## config.mk

```make
export PLATFORM = sky130hd
export DESIGN_NAME = alu_execute_with_status_flags
export DESIGN_NICKNAME = d
export VERILOG_FILES = /design/src/aluex_pkg.sv /design/src/aluex_core.sv /design/src/alu_execute_with_status_flags.sv
export SDC_FILE = /design/constraint.sdc
export NUM_CORES = 1
export LEC_CHECK = 0
export BUFFER_PORTS_ARGS = -buffer_cell sky130_fd_sc_hd__buf_2
export CAP_MARGIN = 10
export CORE_AREA = 2 2 130 145
export CTS_BUF_LIST = sky130_fd_sc_hd__clkbuf_8
export DETAILED_ROUTE_END_ITERATION = 8
export DIE_AREA = 0 0 132 147
export HOLD_SLACK_MARGIN = 0.03
export PLACE_DENSITY = 0.77
export SETUP_SLACK_MARGIN = 0.05
export SLEW_MARGIN = 10
export SYNTH_ARGS = -nofsm -noshare
export SYNTH_HDL_FRONTEND = slang
export SYNTH_SLANG_ARGS = --single-unit
```

## constraint.sdc

```tcl
create_clock -name clock -period 8.3 [get_ports clock]
set_input_delay 1.245 -clock clock [delete_from_list [all_inputs] [get_ports clock]]
set_output_delay 1.245 -clock clock [all_outputs]
set_load 0.05 [all_outputs]
```

## src/aluex_pkg.sv

```systemverilog
// Types, codes and constant tables of the ALU execute block.
// No dependencies.
package aluex_pkg;

   typedef enum logic [4:0] {
      FN_ADD, FN_ADDC, FN_SUB, FN_SUBC, FN_DADD, FN_CMP, FN_XOR, FN_AND,
      FN_OR, FN_BIT, FN_BIC, FN_BIS, FN_MOV, FN_SWAP, FN_SRA, FN_RRC,
      FN_SWPB, FN_SXT, FN_MOVL, FN_MOVLZ, FN_MOVLS, FN_MOVH, FN_SETCC,
      FN_CLRCC, FN_CONDTEST
   } func_type;

   typedef enum logic [3:0] {
      CC_EQ, CC_NE, CC_CS, CC_CC, CC_MI, CC_PL, CC_VS, CC_VC,
      CC_HI, CC_LS, CC_GE, CC_LT, CC_GT, CC_LE, CC_TR, CC_FL
   } cond_type;

   localparam int FLAG_V   = 4;
   localparam int FLAG_SLP = 3;
   localparam int FLAG_N   = 2;
   localparam int FLAG_Z   = 1;
   localparam int FLAG_C   = 0;

   localparam logic [15:0] HIGH_MASK = 16'hFF00;
   localparam logic [15:0] BYTE_MASK = 16'h00FF;
   localparam logic [15:0] WORD_MASK = 16'hFFFF;
   localparam logic [4:0]  BCD_TEN   = 5'd10;

   // indexed by {src sign, dst sign, result sign}
   localparam logic [7:0] CARRY_TAB = 8'b1101_0100;
   localparam logic [7:0] OVF_TAB   = 8'b0100_0010;

   typedef struct packed {
      func_type    func;
      logic [15:0] src_value;
      logic [15:0] dst_value;
      logic        byte_mode;
      logic [7:0]  imm_byte;
      logic [4:0]  flag_mask;
      cond_type    cond_code;
   } req_type;

   typedef struct packed {
      logic [15:0] result_value;
      logic        write_dst;
      logic [15:0] swap_value;
      logic        write_src;
      logic        flag_v;
      logic        flag_slp;
      logic        flag_n;
      logic        flag_z;
      logic        flag_c;
      logic        cond_true;
   } rsp_type;

   function automatic logic [4:0] table_flags(logic sb, logic db, logic rb, logic zero,
                                              logic [4:0] flags);
      logic [2:0] idx;
      logic [4:0] f;
      idx            = {sb, db, rb};
      f              = '0;
      f[FLAG_SLP]    = flags[FLAG_SLP];
      f[FLAG_C]      = CARRY_TAB[idx];
      f[FLAG_V]      = OVF_TAB[idx];
      f[FLAG_N]      = rb;
      f[FLAG_Z]      = zero;
      return f;
   endfunction

   function automatic logic [4:0] nz_flags(logic [4:0] flags, logic n, logic zero);
      logic [4:0] f;
      f         = flags;
      f[FLAG_N] = n;
      f[FLAG_Z] = zero;
      return f;
   endfunction

   function automatic logic cond_eval(logic [4:0] f, cond_type cc);
      logic n, z, c, v, r;
      n = f[FLAG_N];
      z = f[FLAG_Z];
      c = f[FLAG_C];
      v = f[FLAG_V];
      unique case (cc)
         CC_EQ: r = z;
         CC_NE: r = !z;
         CC_CS: r = c;
         CC_CC: r = !c;
         CC_MI: r = n;
         CC_PL: r = !n;
         CC_VS: r = v;
         CC_VC: r = !v;
         CC_HI: r = c && !z;
         CC_LS: r = !c || z;
         CC_GE: r = (n == v);
         CC_LT: r = (n != v);
         CC_GT: r = !z && (n == v);
         CC_LE: r = z || (n != v);
         CC_TR: r = 1'b1;
         CC_FL: r = 1'b0;
         default: r = 1'b0;
      endcase
      return r;
   endfunction

endpackage

```

## src/aluex_core.sv

```systemverilog
// Combinational datapath: result, write enables, next flags, condition.
// Depends on aluex_pkg.
module aluex_core import aluex_pkg::*; (
   input  req_type    req,
   input  logic [4:0] flags,
   output rsp_type    rsp,
   output logic [4:0] flags_in
);

   logic [15:0] s, d, mask, sl, dl, nsl, keep;
   logic        bm, cin;
   logic [15:0] addend, arith_r, arith_op;
   logic        rc, opc;
   logic [15:0] dadd_r;
   logic [15:0] logic_r, sra_r, rrc_r, swpb_r, sxt_r;
   logic [15:0] res, sv;
   logic        wd, ws;
   logic [4:0]  nf;

   assign s    = req.src_value;
   assign d    = req.dst_value;
   assign bm   = req.byte_mode;
   assign mask = bm ? BYTE_MASK : WORD_MASK;
   assign sl   = s & mask;
   assign dl   = d & mask;
   assign nsl  = ~s & mask;
   assign keep = d & ~mask;
   assign cin  = flags[FLAG_C];

   always_comb begin
      case (req.func)
         FN_ADD:  begin addend = sl;  rc = 1'b0; opc = 1'b0; end
         FN_ADDC: begin addend = sl;  rc = cin;  opc = cin;  end
         FN_SUB:  begin addend = nsl; rc = 1'b1; opc = 1'b0; end
         FN_SUBC: begin addend = nsl; rc = cin;  opc = cin;  end
         default: begin addend = nsl; rc = 1'b1; opc = 1'b1; end
      endcase
   end

   assign arith_r  = (dl + addend + {15'd0, rc}) & mask;
   assign arith_op = (addend + {15'd0, opc}) & mask;

   // nibble-serial BCD add, carry ripples low to high
   always_comb begin
      logic [4:0] t;
      logic       c;
      dadd_r = d;
      c      = cin;
      for (int k = 0; k < 4; k++) begin
         if (k < 2 || !bm) begin
            t = {1'b0, s[4*k +: 4]} + {1'b0, d[4*k +: 4]} + {4'd0, c};
            if (t >= BCD_TEN) begin
               t = t - BCD_TEN;
               c = 1'b1;
            end else begin
               c = 1'b0;
            end
            dadd_r[4*k +: 4] = t[3:0];
         end
      end
   end

   always_comb begin
      case (req.func)
         FN_XOR:  logic_r = dl ^ sl;
         FN_AND:  logic_r = dl & sl;
         FN_BIC:  logic_r = dl & nsl;
         default: logic_r = dl | sl;
      endcase
   end

   assign sra_r  = bm ? {8'd0, dl[7], dl[7:1]} : {dl[15], dl[15:1]};
   assign rrc_r  = bm ? {8'd0, cin, dl[7:1]} : {cin, dl[15:1]};
   assign swpb_r = {d[7:0], d[15:8]};
   assign sxt_r  = {{8{d[7]}}, d[7:0]};

   always_comb begin
      logic [4:0] rf;
      rf  = flags;
      res = d;
      sv  = '0;
      wd  = 1'b0;
      ws  = 1'b0;
      nf  = flags;
      unique case (req.func) inside
         FN_ADD, FN_ADDC, FN_SUB, FN_SUBC, FN_CMP: begin
            nf = table_flags(bm ? arith_op[7] : arith_op[15], bm ? dl[7] : dl[15],
                             bm ? arith_r[7] : arith_r[15], arith_r == '0, flags);
            if (req.func != FN_CMP) begin
               res = keep | arith_r;
               wd  = 1'b1;
            end
         end
         FN_DADD: begin
            nf  = table_flags(bm ? s[7] : s[15], bm ? dadd_r[7] : dadd_r[15],
                              bm ? dadd_r[7] : dadd_r[15], dadd_r == '0, flags);
            res = dadd_r;
            wd  = 1'b1;
         end
         FN_XOR, FN_AND, FN_OR, FN_BIC, FN_BIS: begin
            nf  = nz_flags(flags, bm ? logic_r[7] : logic_r[15], logic_r == '0);
            res = keep | logic_r;
            wd  = 1'b1;
         end
         FN_BIT: begin
            nf[FLAG_Z] = (dl & sl) == '0;
         end
         FN_MOV: begin
            res = keep | sl;
            wd  = 1'b1;
         end
         FN_SWAP: begin
            res = s;
            sv  = d;
            wd  = 1'b1;
            ws  = 1'b1;
         end
         FN_SRA: begin
            nf  = nz_flags(flags, bm ? sra_r[7] : sra_r[15], sra_r == '0);
            res = keep | sra_r;
            wd  = 1'b1;
         end
         FN_RRC: begin
            rf[FLAG_C] = dl[0];
            nf  = nz_flags(rf, bm ? rrc_r[7] : rrc_r[15], rrc_r == '0);
            res = keep | rrc_r;
            wd  = 1'b1;
         end
         FN_SWPB: begin
            nf  = nz_flags(flags, swpb_r[15], swpb_r == '0);
            res = swpb_r;
            wd  = 1'b1;
         end
         FN_SXT: begin
            nf  = nz_flags(flags, sxt_r[15], sxt_r == '0);
            res = sxt_r;
            wd  = 1'b1;
         end
         FN_MOVL: begin
            res = {d[15:8], req.imm_byte};
            wd  = 1'b1;
         end
         FN_MOVLZ: begin
            res = {8'h00, req.imm_byte};
            wd  = 1'b1;
         end
         FN_MOVLS: begin
            res = {8'hFF, req.imm_byte};
            wd  = 1'b1;
         end
         FN_MOVH: begin
            res = {req.imm_byte, d[7:0]};
            wd  = 1'b1;
         end
         FN_SETCC: nf = flags | req.flag_mask;
         FN_CLRCC: nf = flags & ~req.flag_mask;
         default: ;
      endcase
   end

   assign flags_in = nf;

   always_comb begin
      rsp.result_value = res;
      rsp.write_dst    = wd;
      rsp.swap_value   = sv;
      rsp.write_src    = ws;
      rsp.flag_v       = nf[FLAG_V];
      rsp.flag_slp     = nf[FLAG_SLP];
      rsp.flag_n       = nf[FLAG_N];
      rsp.flag_z       = nf[FLAG_Z];
      rsp.flag_c       = nf[FLAG_C];
      rsp.cond_true    = cond_eval(flags, req.cond_code);
   end

endmodule

```

## src/alu_execute_with_status_flags.sv

```systemverilog
// Top level of the ALU execute block: input register, datapath, result register.
// Depends on aluex_pkg and aluex_core.
//
//   channel | direction | handshake            | beat
//   req     | in        | req_valid/req_ready  | req_type: operation and operands
//   rsp     | out       | rsp_valid/rsp_ready  | rsp_type: result, enables, flags
//
// One beat per cycle sustained while rsp_ready is high; rsp_valid rises once the beat has passed both registers.
// Latency is set by the input register and the result register around the datapath.
// Flags update as a beat moves from the input register into the result register.
// Reset clears both valid bits and the flags.
// A stalled result holds both stages; the input register still fills if empty.
module alu_execute_with_status_flags import aluex_pkg::*; (
   input  logic    clock,
   input  logic    reset,
   input  logic    req_valid,
   output logic    req_ready,
   input  req_type req_data,
   output logic    rsp_valid,
   input  logic    rsp_ready,
   output rsp_type rsp_data
);

   logic       s1_valid_ff, s1_valid_in;
   req_type    s1_data_ff;
   logic       rsp_valid_ff, rsp_valid_in;
   rsp_type    rsp_data_ff;
   logic [4:0] flags_ff, flags_in;
   rsp_type    core_rsp;
   logic       out_free, s1_move;

   aluex_core u_core (
      .req      (s1_data_ff),
      .flags    (flags_ff),
      .rsp      (core_rsp),
      .flags_in (flags_in)
   );

   assign out_free  = !rsp_valid_ff || rsp_ready;
   assign s1_move   = s1_valid_ff && out_free;
   assign req_ready = !s1_valid_ff || out_free;

   assign s1_valid_in  = (req_valid && req_ready) || (s1_valid_ff && !out_free);
   assign rsp_valid_in = s1_move || (rsp_valid_ff && !rsp_ready);

   always_ff @(posedge clock) begin
      if (reset) begin
         s1_valid_ff  <= 1'b0;
         rsp_valid_ff <= 1'b0;
         flags_ff     <= '0;
      end else begin
         s1_valid_ff  <= s1_valid_in;
         rsp_valid_ff <= rsp_valid_in;
         if (s1_move) begin
            flags_ff <= flags_in;
         end
      end
   end

   always_ff @(posedge clock) begin
      if (req_valid && req_ready) begin
         s1_data_ff <= req_data;
      end
      if (s1_move) begin
         rsp_data_ff <= core_rsp;
      end
   end

   assign rsp_valid = rsp_valid_ff;
   assign rsp_data  = rsp_data_ff;

endmodule

```

Word level (Yosys, flattened, before mapping). Memory sizes are Yosys's and may differ from the RTL's. Cells that the tools add are included. Widths: inputs -> output; s select.

Bits in registers: 102. ROM bits: 16. Input port bits: 59. Output and inout bits: 42. Word-level logic and storage cells: 181. Memories kept: 2.

Memories: (name not given) (words 8, bits a word 1, read ports 1, clocked after memory_dff 0, write ports 0, line aluex_pkg.sv:62) `f[FLAG_C] = CARRY_TAB[idx];`; (name not given) (words 8, bits a word 1, read ports 1, clocked after memory_dff 0, write ports 0, line aluex_pkg.sv:63) `f[FLAG_V] = OVF_TAB[idx];`.

$add $sub $neg: 15. Order comparisons: 6. Equal/unequal tests: 41. Mux-type cells: 40. Bitwise operators: 20. Reductions and logical operators: 37.

Operator list (count): $pmux 16 s13 (1); $and 16x16->16 (8); $logic_not 16->1 (8); $or 16x16->16 (6); $mux 16 (5); $pmux 16 s3 (1); $eq 5x4->1 const B (8); $eq 5x5->1 const B (8); $add 16x1->16 (2); $eq 4x4->1 const B (8); $not 16->16 (2); $mux 4 (6); $pmux 3 s8 (1); $add 4x4->5 (4); $add 5x1->5 (4); $eq 5x3->1 const B (4); $ge 5x4->1 const B (4); $mux 1 (18); $add 16x16->16 (1); $eq 4x3->1 const B (4); $pmux 1 s16 (1); $reduce_or 16->1 (1); $sub 4x4->4 const B (4); $xor 16x16->16 (1); 22 further kinds (49).

Depth between registers and ports, before layout. Gate-level depths: netlist (run 1).

Word-level depth: 19. Depth in mapped cells: 37. Mapped depth without buffers: 36.

Cells and area by module. Synthesis (run 1) repeated with hierarchy kept, for this count alone.

Cells, all modules: 991. Area, all modules: 8879.8 sq um.

Modules (own cells, without submodules): aluex_core (instances 1, cells an instance 864, area each 5711.7 sq um, sequential area each 0.0 sq um); alu_execute_with_status_flags (instances 1, cells an instance 127, area each 3168.0 sq um, sequential area each 2992.9 sq um).

Worst setup path after synthesis (run 1). OpenSTA, ideal clock, no wires.

Path kind: flip-flop to flip-flop. From: reg s1_data_ff[18] (netlist name). To: reg rsp_data_ff (netlist bit rsp_data[39]), data pin. Setup time: 0.268 ns. Arrival: 8.662 ns. Required time: 8.032 ns. Slack: -0.630 ns. Stages on the path, launching flop included: 36. Buffers on the path: 1. Clock period less this slack: 8.930 ns. Path through: edfxtp_1 > fa_1 > inv_1 > fa_1 > ha_1 > inv_1 > a2111oi_1 > or4_1 > buf_2 > fa_1 > fa_1 > xor2_1 > ha_1 > inv_1 > a31oi_1 > o311ai_0 > inv_1 > fa_1 > fa_1 > xor2_1 > ha_1 > o211ai_1 > a31oi_1 > nand2_1 > o21ai_0 > fa_1 > fa_1 > xor2_1 > ha_1 > nor4b_1 > a2111oi_0 > a211o_1 > o21ai_0 > a211oi_1 > a21oi_1 > a2bb2oi_1.

RTL lines: start: declaration (line alu_execute_with_status_flags.sv:25) `req_type s1_data_ff;`; start signal: assignment (line alu_execute_with_status_flags.sv:62) `s1_data_ff <= req_data;`; end signal: assignment (line alu_execute_with_status_flags.sv:65) `rsp_data_ff <= core_rsp;`; end: declaration (line alu_execute_with_status_flags.sv:27) `rsp_type rsp_data_ff;`.

==> impl_results.md, run 1 <==
- Fraction of layout cells with a size suffix above 1: 20.8%
- Placer Congestion: 1.04
- 1st-iter DRT viols: 1373
- CP endpoint kind: flip-flop
- Detail Route Antenna Nets: 0
- Worst Hold Class: reg -> reg
- Slew Limit Fails: 0
- Number of H-tree levels: 3
- Synth unique cells: 90
- Pleak: 4.06 nW
- Hpwl dp: 22400 um
- Clk Latency, worst-skew pair: 410 ps
- Placed Area: 9740 um^2
- CTS tree: done
- Synth-to-layout area growth: 17.0%
- Reg2reg setup slack: 170 ps
- Reg-to-Reg End: rsp_data[2]
- Utilization after layout: around 57%
- Clk buf depth: 2
- Yosys reg bits: 102
- Element type at the critical path start: flip-flop
- Critical Path End: rsp_data[2]
- VDD IR-drop max: 0.0000830 V
- Initial core utilization: approximately half
- Worst Path Max Fanout: 4
- Largest net degree at the start of global routing: 56
- Clock root cell: clkbuf_8
- Minimum clock period: 8130 ps
- Final setup viols: 0
- RR Startpoint: s1_data_ff[34]
- Die X: 132 um
- Initial antenna violation count: 0
- Reg2Reg Depth: 35
- Clock power share: roughly 25%
- # diodes: 0
- Setup TNS: 0 ps
- GR Overflow Total: 0
- Most common cell after layout, fill and taps aside: buf_2
- Synth Area in Adders: 11.5%
- Skew final: about 21 ps
- Vias in the first global route: a little over 8k
- Sw Ratio: 36.0%
- IO buf count: 100
- NetSw: 0.602 mW
- Cts bufs inserted: 9
- Yosys Warn Count: 0
- Worst Hold Margin: 486 ps
- Via Count: 8804
- Synth Area per Inst: 9.02 um^2
- CP peak stage delay: 540 ps
- Num ports: 101
- Power density cells: 162 nW/um^2
- Crit path DAT: 8370 ps
- Cell Rows: between 50 and 60
- Slowest-stage cell, CP: or4_4
- RSZ-0062 raised after global routing: yes
- Commonest register cell after synthesis: edfxtp_1
- Int Power: between 1 and 1.5 mW
- Synth Area in XOR/XNOR: 3.47%
- Full die area: 19400 um^2
- Most frequent cells in the layout: 101 x buf_2, 96 x nand2_1, 95 x edfxtp_1
- Final Hold Fails: 0
- Mapped cell area: about 9000 um^2
- Cell area after layout: 10300 um^2
- Pwr Total: 1.67 mW
- EDFF count, synth: 95
- Residual DRC: 0
- CP Depth: 35
- Total track usage: 30.8%
- Status: finished, final reports clean
- First-pass GRT wire length: ~46000 um
- Largest family of logic cells by synthesized area: compound AO/OA/AOI/OAI gates
- Clock sink count: between 100 and 150
- Core ar.: 18000 um^2
- CTS clk-pin slew, worst paths: 100 ps
- DRT Pass-1 Iters: 8
- Worst path bufs/invs: 5
- Sequential Power Share: 37.9%
- Simple-gate share of the synthesized area: between 20% and 30%
- CP required: 8540 ps
- Detailed Route WL: 30500 um
- Sequential cell area fraction in the yosys report: roughly a third
- WS Path Type: reg -> reg
- Cell family with most CP delay: adder cells
- Final period utilization: a little over nine tenths
- Worst-Margin Slew: about 1000 ps
- FMAX: 123 MHz
- Post-Syn Instances: 975
- Final nets: about 1.2k
- Logic pwr share: 37.5%
- Compound-Gate Fraction of Synth Area: around 22%
- Via/cell ratio: about 6.6
- Max-Cap Viols: 0
- Syn nets: between 1k and 1.5k
- Die Height: between 100 and 150 um
- Post-synth ARST share: 0%
- Post-synthesis mux area share: 3.10%
- CP startpoint: s1_data_ff[34]
- Most used cell, CP: fa_2
- Relative slew slack: 30.5%
- DR WL/cell: ~23 um
==> layer usage <==
layer / global-route usage [%] / vias up / wire length [um]
li1: - / 3927 / -
met1: 40.2 / 4124 / 11800
met2: 47.9 / 621 / 13500
met3: 6.38 / 132 / 3410
met4: 17.0 / 0 / 1820
met5: 0 / - / 0
==> logic make-up (layout without fill, tap and decap cells) <==
| logic type | Yosys count | count (layout) |
|---|---|---|
| multiplexers | 27 | 27 |
| XOR/XNOR | 34 | 34 |
| buffers and inverters | 116 | 232 |
| AO/OA/AOI/OAI | 277 | 277 |
| AND/OR/NAND/NOR | 344 | 344 |
| flip-flops | 102 | 102 |
| adder cells (fa/ha/maj) | 75 | 75 |
==> power by group through the flow <==
| stage | clock, mW | sequential [mW] | combinational, mW |
|---|---|---|---|
| 3_3_place_gp | 0 | 0.642 | 0.544 |
| 5_1_grt | 0.435 | 0.636 | 0.669 |
| 3_5_place_dp | 0 | 0.643 | 0.552 |
| 2_1_floorplan | 0 | 0.673 | 0.343 |
| 4_1_cts | 0.415 | 0.631 | 0.561 |
| 6_report | 0.412 | 0.634 | 0.626 |
==> metrics by stage <==
step                setup WS (ps)  instances
finish                        171       1334
global route                 -118       1334
CTS                          44.0       1327
detailed placement           -179       1308
global placement             7.88       1308
floorplan                    61.9        975
==> cell type report <==
class,instances,area (um^2)
fill,1627,7730
multi-input combinational,757,5600
sequential,102,2990
timing repair buffer,151,881
tap,243,304
inverter,66,250
clock inverter,6,135
clock buffer,9,124
==> sequential cells by signal, summed over array words and instances (netlist names) <==
| register | cells |
|---|---|
| rsp_valid | 1 |
| s1_data_ff | 55 |
| flags_ff | 5 |
| s1_valid_ff | 1 |
| rsp_data | 40 |
==> cell usage after synthesis, types with 13 or more instances <==
master / instances / area [um^2]
a21oi_1: 55 / 275
a31oi_1: 13 / 81.3
buf_2: 13 / 65.1
clkbuf_1: 33 / 124
edfxtp_1: 95 / 2850
ha_1: 64 / 801
inv_1: 65 / 244
mux2i_1: 25 / 250
nand2_1: 96 / 360
nand3_1: 23 / 115
nor2_1: 68 / 255
nor3_1: 35 / 175
nor4_1: 17 / 106
o21ai_0: 46 / 230
xnor2_1: 24 / 210
==> worst reg2reg max path: cells and delay by family (launching register included) <==
family                   cells  cell delay [ps]
flip-flops                   1              430
adder cells (fa/ha/maj)     12             4020
buffers and inverters        5              380
AO/OA/AOI/OAI               12             1450
XOR/XNOR                     3              540
AND/OR/NAND/NOR              3             1150
==> repair_timing <==
action | in CTS | in global routing
resized for setup | 7 | 35
hold buffers | 0 | 0
endpoints found under the setup margin | 7 | 7
setup buffers | 4 | 6
endpoints found under the hold margin | 0 | 0
pin swaps | 11 | 31
==> worst min path at each step <==
| stage | from | endpoint | slack [ps] | cells after the start |
|---|---|---|---|---|
| finish | flags_ff[3] | flags_ff[3] | 490 | 2 |
| CTS | flags_ff[3] | flags_ff[3] | 490 | 2 |
| floorplan | flags_ff[3] | flags_ff[3] | 440 | 2 |
| detailed placement | flags_ff[3] | flags_ff[3] | 470 | 2 |
| global route | flags_ff[3] | flags_ff[3] | 510 | 2 |
| global placement | flags_ff[3] | flags_ff[3] | 440 | 2 |
Note: power is estimated with default switching activity, not from simulation.
==> inputs of run 2 (changes only) <==
--- a/config.mk
+++ b/config.mk
@@ -7,10 +7,10 @@
 export LEC_CHECK = 0
 export BUFFER_PORTS_ARGS = -buffer_cell sky130_fd_sc_hd__buf_2
 export CAP_MARGIN = 10
-export CORE_AREA = 2 2 130 145
+export CORE_AREA = 4 4 132 147
 export CTS_BUF_LIST = sky130_fd_sc_hd__clkbuf_8
 export DETAILED_ROUTE_END_ITERATION = 8
-export DIE_AREA = 0 0 132 147
+export DIE_AREA = 0 0 136 151
 export HOLD_SLACK_MARGIN = 0.03
 export PLACE_DENSITY = 0.77
 export SETUP_SLACK_MARGIN = 0.05
==> impl_results.md, run 2 (synthesis results as in run 1) <==
- CTS clk-pin slew, worst paths: 100 ps
- Pleak: 4.03 nW
- Relative slew slack: 12.5%
- Crit path DAT: 8320 ps
- 1st-iter DRT viols: 1324
- Residual DRC: 0
- Fin cells: 1338
- VDD IR-drop max: 0.0000891 V
- Final nets: 1223
- Final Hold Fails: 0
- WS Path Type: reg -> reg
- Status: finished, final reports clean
- Clock root cell: clkbuf_8
- Final setup viols: 0
- Detail Route Antenna Nets: 0
- IO buf count: 100
- FMAX: around 120 MHz
- Fraction of layout cells with a size suffix above 1: a little over 20%
- Total track usage: 29.7%
- Minimum clock period: roughly 8200 ps
- Initial core utilization: 48.8%
- Synth-to-layout area growth: 16.3%
- Final period utilization: a little over nine tenths
- CP peak stage delay: 520 ps
- Placer Congestion: 1.06
- Via/cell ratio: 6.65
- Hpwl dp: 22700 um
- Cell Rows: 52
- Worst-Margin Slew: about 1300 ps
- Max reg flops: 55
- Number of H-tree levels: 3
- Placed Area: 9740 um^2
- Dpl cells: 1308
- Detailed Route WL: 31300 um
- Pre-CTS setup slack: -138 ps
- Initial antenna violation count: 0
- Max-Cap Viols: 0
- Most frequent cells in the layout: 100 x buf_2, 96 x nand2_1, 95 x edfxtp_1
- DR WL/cell: between 20 and 25 um
- CP required: 8420 ps
- Core ar.: roughly 18000 um^2
- First-pass GRT wire length: 46900 um
- Slowest-stage cell, CP: or4_4
- DRT Pass-1 Iters: 8
- Utilization after layout: a little under three fifths
- Most common cell after layout, fill and taps aside: buf_2
- # diodes: 0
- Biggest register: s1_data_ff
- GR Overflow Total: 0
- Largest net degree at the start of global routing: 56
- Worst Hold Class: reg -> reg
- Full die area: 20500 um^2
- Slew Limit Fails: 0
- CP endpoint kind: flip-flop
- Cell area after layout: 10200 um^2
- Clock sink count: 102
- Num ports: slightly above 100
- Element type at the critical path start: flip-flop
- Setup ws final: between 100 and 150 ps
- Cts bufs inserted: 9
- Skew final: about 15 ps
- Vias in the first global route: around 8.1k
- Clk Latency, worst-skew pair: 390 ps
- Die Height: 151 um
- RSZ-0062 raised after global routing: yes
- Worst Path Max Fanout: 4
- Most used cell, CP: fa_2
- Via Count: ~9k
- Die X: 136 um
- CTS tree: done
- Power density cells: 154 nW/um^2
- Clk buf depth: 2
run 2: worst max-delay path: cells and delay by family (launching register included):
family / cells / cell delay [ps]
DFF: 1 / 440
buffers and inverters: 5 / 410
AOI/OAI and AO/OA: 11 / 1370
adders and majority gates: 12 / 3980
xor gates and xnor gates: 3 / 530
and+or+nand+nor: 4 / 1200
run 2: power by group:
group | switching, mW | total, mW | internal [mW] | leakage (nW)
logic | 0.389 | 0.636 | 0.248 | 2.98
registers | 0.0370 | 0.636 | 0.599 | 0.963
clock network | 0.181 | 0.299 | 0.118 | 0.0801
total | 0.607 | 1.57 | 0.964 | 4.03
run 2: final cells by class:
class                      instances  area [um^2]
fill                            1654         7790
timing repair buffer             154          910
sequential                       102         2990
clock buffer                      10          138
inverter                          66          250
clock inverter                     6         45.0
tap                              243          304
multi-input combinational        757         5590
run 2: final timing paths:
kind                   from           end  slack [ps]  cells past startpoint
max          s1_data_ff[34]  rsp_data[38]         100                     35
min             flags_ff[3]   flags_ff[3]         480                      2
max reg2reg  s1_data_ff[34]  rsp_data[38]         100                     35
min reg2reg     flags_ff[3]   flags_ff[3]         480                      2
run 2: what timing repair did:
item                                    CTS  global route
hold buffers                              0             0
gates cloned                              0             0
resized for setup                        16            22
pin swaps                                19            29
endpoints found under the hold margin     0             0
buffers inserted                          9             5
endpoints found under the setup margin    7             7
run 2: routing by layer:
metal	wire length (um)	GRT usage, %	part of all wire (%)
met3	3600	5.81	11
met1	12100	40.1	39
met5	0	0	0
met2	13500	45.8	43
met4	2070	14.2	6.6
run 2: through the flow:
stage               total power [mW]  TNS [ps]  hold WS (ps)
finish                          1.57         0           483
global route                    1.64      -300           512
CTS                             1.52         0           486
detailed placement              1.20      -223           472
global placement                1.19         0           444
floorplan                       1.02         0           437
